<file path="src/b2da_pkg.sv">
package b2da_pkg;

   localparam int VALUE_W    = 64;
   localparam int NUM_DIGITS = 20;
   localparam int DIG_IDX_W  = $clog2(NUM_DIGITS);
   localparam int CNT_W      = $clog2(VALUE_W + 1);
   localparam int FLEN_W     = 6;
   localparam int CHAR_W     = 8;
   localparam int DEF_MAX_LEN = 32;

   localparam logic [CHAR_W-1:0] ASCII_ZERO = 8'h30;
   localparam logic [CHAR_W-1:0] ASCII_NUL  = 8'h00;

   localparam logic MODE_PADDED   = 1'b0;
   localparam logic MODE_UNPADDED = 1'b1;

   typedef logic [NUM_DIGITS-1:0][3:0] bcd_type;

endpackage

</file>
<file path="src/b2da_dabble.sv">
module b2da_dabble
   import b2da_pkg::*;
(
   input  logic               clock,
   input  logic               reset,
   input  logic               start,
   input  logic [VALUE_W-1:0] value,
   output logic               done,
   output bcd_type            bcd
);

   logic [VALUE_W-1:0] bin_ff, bin_in;
   bcd_type            bcd_ff, bcd_in;
   logic [CNT_W-1:0]   cnt_ff, cnt_in;
   logic               done_ff, done_in;
   bcd_type            adj;

   // add 3 to every digit of 5 or more, then shift one bit in
   always_comb begin
      for (int i = 0; i < NUM_DIGITS; i++) begin
         adj[i] = (bcd_ff[i] >= 4'd5) ? bcd_ff[i] + 4'd3 : bcd_ff[i];
      end
      bin_in  = bin_ff;
      bcd_in  = bcd_ff;
      cnt_in  = cnt_ff;
      done_in = 1'b0;
      if (start) begin
         bin_in = value;
         bcd_in = '0;
         cnt_in = CNT_W'(VALUE_W);
      end else if (cnt_ff != '0) begin
         bcd_in[0] = {adj[0][2:0], bin_ff[VALUE_W-1]};
         for (int i = 1; i < NUM_DIGITS; i++) begin
            bcd_in[i] = {adj[i][2:0], adj[i-1][3]};
         end
         bin_in  = {bin_ff[VALUE_W-2:0], 1'b0};
         cnt_in  = cnt_ff - CNT_W'(1);
         done_in = (cnt_ff == CNT_W'(1));
      end
   end

   always_ff @(posedge clock) begin
      if (reset) begin
         cnt_ff  <= '0;
         done_ff <= 1'b0;
      end else begin
         cnt_ff  <= cnt_in;
         done_ff <= done_in;
      end
      bin_ff <= bin_in;
      bcd_ff <= bcd_in;
   end

   assign done = done_ff;
   assign bcd  = bcd_ff;

endmodule

</file>
<file path="src/binary_to_decimal_ascii_unit.sv">
// sequence: take the word, convert it with the bit-serial shift-add-3 converter,
// hand over, scan for the leading digit one digit a cycle, then emit one byte
// per cycle while rsp_stall is low; a new word is taken only after the last
// byte of the previous one is out, and req_stall is high until then
// reset: synchronous, clears the sequencer and the output valid
module binary_to_decimal_ascii_unit
   import b2da_pkg::*;
#(
   parameter int MAX_LEN = DEF_MAX_LEN
)
(
   input  logic               clock,
   input  logic               reset,
   input  logic               req_valid,
   output logic               req_stall,
   input  logic               req_mode,
   input  logic [VALUE_W-1:0] req_value,
   input  logic [FLEN_W-1:0]  req_field_len,
   output logic               rsp_valid,
   input  logic               rsp_stall,
   output logic [CHAR_W-1:0]  rsp_char_out,
   output logic               rsp_last
);

   localparam int LEN_W = $clog2(MAX_LEN + 1);
   localparam int SEL_W = (LEN_W > DIG_IDX_W) ? LEN_W : DIG_IDX_W;
   localparam int CMP_W = FLEN_W + 1;
   localparam int SIG_W = $clog2(NUM_DIGITS + 1);

   typedef enum logic [1:0] {IDLE, CONV, SCAN, EMIT} state_type;

   state_type          state_ff, state_in;
   logic               mode_ff, mode_in;
   logic [LEN_W-1:0]   len_ff, len_in;
   logic [LEN_W-1:0]   rem_ff, rem_in;
   logic [LEN_W-1:0]   ndig_ff, ndig_in;
   logic [SIG_W-1:0]   sig_ff, sig_in;
   logic               rsp_valid_ff, rsp_valid_in;
   logic [CHAR_W-1:0]  char_ff, char_in;
   logic               last_ff, last_in;

   logic               start;
   logic               conv_done;
   bcd_type            bcd;
   logic [SEL_W-1:0]   sel;
   logic [3:0]         digit_val;
   logic [LEN_W-1:0]   len_sat;
   logic [SEL_W-1:0]   sig_ext, lenm1_ext, keep;
   logic               accept;
   logic               out_free;

   b2da_dabble u_dabble (
      .clock (clock),
      .reset (reset),
      .start (start),
      .value (req_value),
      .done  (conv_done),
      .bcd   (bcd)
   );

   assign accept   = req_valid && (state_ff == IDLE);
   assign out_free = !rsp_valid_ff || !rsp_stall;

   assign len_sat = ({1'b0, req_field_len} > CMP_W'(MAX_LEN)) ?
                    LEN_W'(MAX_LEN) : LEN_W'(req_field_len);
   assign start   = accept && (len_sat != '0);

   // one digit select shared by the scan and the byte output
   always_comb begin
      if (state_ff == SCAN) begin
         sel = SEL_W'(sig_ff) - SEL_W'(1);
      end else begin
         sel = SEL_W'(ndig_ff) - SEL_W'(1);
      end
      digit_val = (sel < SEL_W'(NUM_DIGITS)) ? bcd[sel[DIG_IDX_W-1:0]] : 4'd0;
   end

   assign sig_ext   = SEL_W'(sig_ff);
   assign lenm1_ext = SEL_W'(len_ff - LEN_W'(1));
   assign keep      = (sig_ext < lenm1_ext) ? sig_ext : lenm1_ext;

   always_comb begin
      state_in     = state_ff;
      mode_in      = mode_ff;
      len_in       = len_ff;
      rem_in       = rem_ff;
      ndig_in      = ndig_ff;
      sig_in       = sig_ff;
      rsp_valid_in = rsp_valid_ff && rsp_stall;
      char_in      = char_ff;
      last_in      = last_ff;
      case (state_ff)
         IDLE: begin
            if (start) begin
               mode_in  = req_mode;
               len_in   = len_sat;
               state_in = CONV;
            end
         end
         CONV: begin
            if (conv_done) begin
               sig_in   = SIG_W'(NUM_DIGITS);
               state_in = SCAN;
            end
         end
         SCAN: begin
            if (sig_ff == '0 || digit_val != 4'd0) begin
               if (mode_ff == MODE_PADDED) begin
                  ndig_in = len_ff - LEN_W'(1);
               end else if (sig_ff == '0) begin
                  ndig_in = LEN_W'(1);
               end else begin
                  ndig_in = LEN_W'(keep);
               end
               rem_in   = len_ff;
               state_in = EMIT;
            end else begin
               sig_in = sig_ff - SIG_W'(1);
            end
         end
         EMIT: begin
            if (out_free) begin
               rsp_valid_in = 1'b1;
               char_in      = (ndig_ff != '0) ? ASCII_ZERO + CHAR_W'(digit_val) : ASCII_NUL;
               last_in      = (rem_ff == LEN_W'(1));
               if (ndig_ff != '0) begin
                  ndig_in = ndig_ff - LEN_W'(1);
               end
               rem_in = rem_ff - LEN_W'(1);
               if (rem_ff == LEN_W'(1)) begin
                  state_in = IDLE;
               end
            end
         end
         default: begin
            state_in = IDLE;
         end
      endcase
   end

   always_ff @(posedge clock) begin
      if (reset) begin
         state_ff     <= IDLE;
         rsp_valid_ff <= 1'b0;
      end else begin
         state_ff     <= state_in;
         rsp_valid_ff <= rsp_valid_in;
      end
      mode_ff <= mode_in;
      len_ff  <= len_in;
      rem_ff  <= rem_in;
      ndig_ff <= ndig_in;
      sig_ff  <= sig_in;
      char_ff <= char_in;
      last_ff <= last_in;
   end

   assign req_stall    = (state_ff != IDLE);
   assign rsp_valid    = rsp_valid_ff;
   assign rsp_char_out = char_ff;
   assign rsp_last     = last_ff;

endmodule
</file>
<file path="config.mk">
export PLATFORM = sky130hd
export DESIGN_NAME = binary_to_decimal_ascii_unit
export DESIGN_NICKNAME = d
export VERILOG_FILES = /design/src/b2da_pkg.sv /design/src/b2da_dabble.sv /design/src/binary_to_decimal_ascii_unit.sv
export SDC_FILE = /design/constraint.sdc
export NUM_CORES = 1
export LEC_CHECK = 0
export ABC_CLOCK_PERIOD_IN_PS = 5100
export BUFFER_PORTS_ARGS = -buffer_cell sky130_fd_sc_hd__buf_2
export CORE_ASPECT_RATIO = 0.5
export CORE_MARGIN = 5
export CORE_UTILIZATION = 30
export DETAILED_ROUTE_END_ITERATION = 10
export GPL_ROUTABILITY_DRIVEN = 0
export HOLD_SLACK_MARGIN = 0.15
export MAX_ROUTING_LAYER = met4
export PLACE_DENSITY = 0.56
export SYNTH_ARGS = -nofsm -noshare
export SYNTH_HDL_FRONTEND = slang
export SYNTH_SLANG_ARGS = --single-unit
</file>
<file path="constraint.sdc">
create_clock -name clock -period 5.1 [get_ports clock]
set_input_delay 0.765 -clock clock [delete_from_list [all_inputs] [get_ports clock]]
set_output_delay 0.765 -clock clock [all_outputs]
set_load 0.005 [all_outputs]
</file>
**After elaboration in Yosys (flattened, before gate mapping)**

Cells that the tools add are included.

- Register bits after elaboration: 188
- Bits of input ports: 75
- Output and inout port bits: 11
- Logic and storage cells: 172

- Add/sub/neg operators: 27
- Magnitude comparators: 24
- Equality and inequality tests: 12
- Mux-type cells: 50
- Bitwise operators: 1
- Reduce and logical (&&, ||, !) cells: 25

Operator list:

| kind | count |
|---|---|
| 64-bit two-way mux | 2 |
| 4-bit two-way mux | 21 |
| 4-bit by 3-bit greater-or-equal comparator with 1-bit output, second input constant | 20 |
| 4-bit by 2-bit adder with 4-bit output, second input constant | 19 |
| 6-bit two-way mux | 10 |
| 6-bit case mux with 2 select lines | 2 |
| 4-bit binary-select mux with 5-bit select | 1 |
| 6-bit by 1-bit subtractor with 6-bit output, second input constant | 3 |
| 7-bit two-way mux | 2 |
| 6-bit nonzero test | 2 |
| 2-bit two-way mux | 5 |
| 5-bit two-way mux | 2 |
| 2-bit != test, second input constant | 5 |
| 5-bit case mux with 2 select lines | 1 |
| 2-bit case mux with 4 select lines | 1 |
| 2-bit nonzero test | 4 |
| 6-bit by 4-bit adder with 7-bit output, first input constant | 1 |
| 7-bit by 1-bit equality test with 1-bit output, second input constant | 1 |
| 7-bit nonzero test | 1 |
| 7-bit by 1-bit subtractor with 7-bit output, second input constant | 1 |
| 6-bit by 1-bit equality test with 1-bit output, second input constant | 1 |
| 6-bit > comparator, second input constant | 1 |
| 5-bit by 6-bit less-than comparator with 1-bit output | 1 |
| 5-bit by 6-bit less-than comparator with 1-bit output, second input constant | 1 |
| 22 further kinds | 31 |

**Logic depth before layout (Yosys ltp)**

- Word-level depth: 9
- Mapped depth: 13
- Gate-level depth less buffers: 12

**Hierarchy**

A second synthesis with hierarchy kept.

- Cell total of the unflattened synthesis: 1124
- Area, all modules: 11093.1 µm²

Modules (own cells, without submodules):

| module | times used | cells each | area each (µm²) | seq. area each (µm²) |
|---|---|---|---|---|
| b2da_dabble | 1 | 874 | 8366.8 | 3683.5 |
| binary_to_decimal_ascii_unit | 1 | 250 | 2726.4 | 960.9 |

**Worst setup path before layout**

Ideal clock, no wire load.

- Path kind: in2reg
- From: input port req_field_len[0]
- To: register u_dabble.bin_ff[0], enable pin
- Setup time: 0.547 ns
- Arrival: 3.234 ns
- Data required time: 4.553 ns
- Path slack: 1.320 ns
- Stages: 6
- Path buffers: 3
- Cells stage by stage: or4_1 o311a_1 clkbuf_1 clkbuf_1 clkbuf_1 or3_1

- Cells in the longest elaborated chain, start to end: 5

RTL lines:

| what | RTL line | text |
|---|---|---|
| from (decl) | binary_to_decimal_ascii_unit.sv:18 | `input logic [FLEN_W-1:0] req_field_len,` |
| 6-bit > comparator | binary_to_decimal_ascii_unit.sv:64 | `assign len_sat = ({1'b0, req_field_len} > CMP_W'(MAX_LEN)) ?` |
| 6-bit two-way mux * | binary_to_decimal_ascii_unit.sv:64 |  |
| 6-bit nonzero test * | binary_to_decimal_ascii_unit.sv:66 | `assign start = accept && (len_sat != '0);` |
| 1-bit logical AND * | binary_to_decimal_ascii_unit.sv:66 |  |
| 2-bit nonzero test (no line) * | n/a |  |
| to (signal assigned) | b2da_dabble.sv:50 | `bin_ff <= bin_in;` |
| to (decl) | b2da_dabble.sv:12 | `logic [VALUE_W-1:0] bin_ff, bin_in;` |

Every way passes the cells marked *; elsewhere a longest branch is shown, timed or not.
A chain may end at the register's enable or synchronous reset.

**Worst setup path in the final report**

- From: register state_ff[0]
- To: register sig_ff[4], enable pin

- Cells in the longest elaborated chain, start to end: 9
- Elaborated cells between the ends (all ways): 13
- Classes of those cells: order compare: 1; eq/ne: 4; mux: 4; reduce/logical: 4

RTL lines:

| what | RTL line | text |
|---|---|---|
| from (decl) | binary_to_decimal_ascii_unit.sv:32 | `state_type state_ff, state_in;` |
| from (signal assigned) | binary_to_decimal_ascii_unit.sv:146 | `state_ff <= state_in;` |
| 2-bit equality test | binary_to_decimal_ascii_unit.sv:70, binary_to_decimal_ascii_unit.sv:92 |  |
| 6-bit two-way mux | binary_to_decimal_ascii_unit.sv:70 | `if (state_ff == SCAN) begin` |
| 4-bit binary-select mux with 5-bit select | binary_to_decimal_ascii_unit.sv:75 | `digit_val = (sel < SEL_W'(NUM_DIGITS)) ? bcd[sel[DIG_IDX_W-1:0]] : 4'd0;` |
| 4-bit two-way mux (not written as such) | binary_to_decimal_ascii_unit.sv:75 |  |
| 4-bit two-way mux | binary_to_decimal_ascii_unit.sv:75 |  |
| 4-bit nonzero test | binary_to_decimal_ascii_unit.sv:107 | `if (sig_ff == '0 \|\| digit_val != 4'd0) begin` |
| 1-bit logical OR | binary_to_decimal_ascii_unit.sv:107 |  |
| 2-bit != test (no line) | n/a |  |
| 3-bit AND reduction (no line) * | n/a |  |
| to (signal assigned) | binary_to_decimal_ascii_unit.sv:153 | `sig_ff <= sig_in;` |
| to (decl) | binary_to_decimal_ascii_unit.sv:37 | `logic [SIG_W-1:0] sig_ff, sig_in;` |

Every way passes the cells marked *; elsewhere a longest branch is shown, timed or not. The select of a mux whose other input is x is not followed.

==> results by group <==
Status
  – Outcome: finished, final reports clean

Placement
  – Dpl ws: 986 ps
  – Dpl cells: 1484
  – HPWL after detailed placement: 15400 µm
  – Port buffer count: 83

Logic synthesis
  – Seq cells post-synth: 185
  – Top FF cell, synth: edfxtp_1
  – Synth Area per Inst: 10.1 µm²
  – Synth top area cells: edfxtp_1 28%, dfxtp_1 18%, ha_1 6.9%
  – YS warnings: 0
  – Number of flops mapped to enable cells by yosys: 94
  – Cell count after synthesis: 1002
  – Synth area leader: edfxtp_1
  – Synth cell types: 62
  – Yosys top cell area share: 27.8%
  – Post-synth ARST share: 0%
  – Register area share after synthesis: 45.7%
  – Post-Syn Area: 0.0102 mm²

Clocking
  – TritonCTS clock tree: built
  – # H-tree levels: 4
  – Clock root buffer: clkbuf_16
  – CTS Buf Count: 17
  – Clock Path Buffers: 2
  – Sink Count: 185
  – CTS resizes: 0
  – Setup Buffers After CTS: 0
  – Worst-path clk slew: 70 ps
  – Worst-Skew Late Latency: 450 ps
  – CTS hold repair buffers: 0

Floorplan
  – Core area: 0.0332 mm²
  – I/O Pins: 86
  – Die area: 0.0379 mm²
  – Die extent in x: 270 µm
  – Die Span Y: 140 µm
  – Cell Rows: 47
  – Initial Util: 30.6%

Setup path
  – Critical R2R Capture: sig_ff[4]$_SDFFCE_PP1P_
  – Reg2reg path depth: 10
  – Reg2reg start: state_ff[0]$_SDFFE_PP0P_
  – Flop2flop setup slack: 1020 ps
  – Arr. time, crit path: 4210 ps
  – CP required: 5230 ps
  – Worst path depth: 10
  – Critical Path Source Type: flop
  – Slowest cell on crit path: mux2i_4
  – Crit path max-delay family: multiplexers
  – Setup CP Type: reg2reg
  – Critical Path Sink Type: flop
  – Slowest Stage Delay on Critical Path: 740 ps
  – Bufs and invs on worst path: 1
  – Max FO, Critical Path: 15
  – Critical-path cell list: inv_1 -> ha_1 -> mux2i_4 -> mux4_1 -> o31a_1 -> a211o_1 -> o211ai_2 -> o2111ai_2 -> nor3_2 -> a2bb2oi_2

Global routing
  – Largest net degree at the start of global routing: 81
  – Total global routing overflow: 0
  – Antenna violations before repair: 0
  – Global Route Usage Sum: 12.0%
  – Vias in the first global route: 7167
  – First-pass GRT wire length: 36100 µm

STA
  – Period utilisation layout: 79.9%
  – Setup TNS: 0 ps
  – RSZ-0062 raised after global routing: false
  – Final Max Tran Viols: 0
  – Fin. Hold Viols: 0
  – Skew final: 12.5 ps
  – Rel. slew slack: 16.3%
  – Minimum clock period: 4080 ps
  – Max Fclk: 0.245 GHz
  – Endpoints failing setup: 0
  – Worst slew pin tran: 1260 ps
  – Worst setup margin: 1020 ps

Finish
  – Final core occ: 35.0%
  – Antenna cell count: 0
  – Area Growth Syn to Fin: 14.3%
  – Final Non-Filler Cells: 1516
  – Share of layout cells above drive strength 1: 19.3%
  – Nets@finish: 1193

Min path
  – Startpoint of the worst hold path: u_dabble.bcd[79]$_SDFFE_PP0P_
  – Hold Path Cell Cnt: 2
  – WHS Endpoint: u_dabble.bcd[79]$_SDFFE_PP0P_
  – Worst Hold Class: reg2reg

Pwr
  – Pwr per Cell Area: 633 mW/mm²
  – Leak Pwr: 4.32 nW
  – Peak supply drop: 0.436 mV
  – Total power: 0.00736 W

Routing
  – Drt drc: 0
  – Routed WL: 22000 µm
  – DR vias: 7381
  – Drt first pass iters: 5
  – DR iter-0 viols: 570
  – Vias per cell: 4.87
  – Antenna-violating nets left: 0
  – WL per Instance: 14.5 µm

Run
  – Maxcap violations: 0
[Yosys cell counts, drive strengths merged (3+ instances only)]
cell	count
nand2b	24
nor2b	7
mux4	20
a211oi	20
xnor2	30
or3	3
xor2	11
a21oi	112
o21ai	63
mux2i	17
nor2	65
edfxtp	94
ha	56
dfxtp	91
o21a	4
nor3	13
nand3	22
and3	4
nand2	116
and2	5
buf	11
nor3b	20
inv	61
mux2	65
clkbuf	38
[final cells by class]
class,count,area (µm²)
clock inverters,9,80.1
inverters,61,229
fillers,3295,21600
clock buffers,23,534
well taps,441,552
multi-input cells,708,5120
flip-flops and latches,185,4640
repair buffers,89,460
[placed cells by master, fill, tap and decap left out, types with 3 or more instances in the layout]
cell type / count
and3_1: 3
nor3b_1: 20
o21a_1: 4
a21oi_1: 111
nor2b_1: 7
o21ai_0: 62
mux2i_1: 15
clkbuf_16: 21
xor2_1: 11
mux2_2: 59
dfxtp_1: 91
and2_1: 5
xnor2_1: 30
nand2_1: 116
nor2_1: 64
inv_1: 62
buf_2: 83
ha_1: 56
mux4_2: 11
a211oi_1: 20
nand2b_1: 24
mux4_1: 9
nand3_1: 22
edfxtp_1: 94
buf_4: 6
nor3_1: 11
mux2_1: 5
[kinds of logic (layout without fill, tap and decap cells)]
group | Yosys count | in the layout | share of synthesized area (%)
xor+xnor | 41 | 41 | 3.53
fa+ha+maj | 56 | 56 | 6.89
simple gates | 286 | 286 | 13.3
mux | 102 | 102 | 13.7
compound gates | 221 | 221 | 12.6
buf+inv | 110 | 182 | 4.34
other cells | 1 | 2 | 0.0369
flops | 185 | 185 | 45.7
[how the worst max path moves through the flow]
stage | from | to | slack, ps
3_5_place_dp | state_ff[0]$_SDFFE_PP0P_ | sig_ff[1]$_SDFFCE_PP0P_ | 990
3_3_place_gp | state_ff[0]$_SDFFE_PP0P_ | sig_ff[3]$_SDFFCE_PP0P_ | 1140
2_1_floorplan | req_field_len[0] | u_dabble.bin_ff[0]$_SDFFCE_PN0P_ | 1320
4_1_cts | state_ff[0]$_SDFFE_PP0P_ | sig_ff[1]$_SDFFCE_PP0P_ | 970
6_report | state_ff[0]$_SDFFE_PP0P_ | sig_ff[4]$_SDFFCE_PP1P_ | 1020
5_1_grt | state_ff[0]$_SDFFE_PP0P_ | sig_ff[0]$_SDFFCE_PP0P_ | 740
[power breakdown]
| part | internal [W] | leakage (nW) | total (W) | switching [W] |
|---|---|---|---|---|
| logic | 0.00132 | 2.33 | 0.00313 | 0.00181 |
| registers | 0.00236 | 1.68 | 0.00285 | 0.000495 |
| clock network | 0.000790 | 0.305 | 0.00137 | 0.000581 |
| total | 0.00447 | 4.32 | 0.00736 | 0.00288 |
[layer usage]
layer  GRT usage (%)  up-vias  wire length (µm)
met2            19.4      149             10400
li1                -     3670                 -
met1            15.2     3538             10400
met5               -        -                 0
met3            2.75       24               855
met4            3.69        0               282
[worst min-delay path, delay by kind of cell (launching register included)]
family         cells  cell delay [ps]
AO/OA/AOI/OAI      2              130
flip-flops         1              320
[registers in the layout, indices dropped and copies added, names as in the netlist, 5 cells and up]
register,cells
u_dabble.cnt_ff,7
len_ff,6
u_dabble.bcd,80
ndig_ff,6
rem_ff,6
rsp_char_out,5
u_dabble.bin_ff,64
sig_ff,5
[through the flow]
step / area [µm²] / hold WS, ps
finish: 11600 / 492
global route: 11600 / 485
CTS: 11600 / 480
detailed placement: 11000 / 483
global placement: 11000 / 481
floorplan: 10200 / 455
Power figures use the tool's default switching activity.
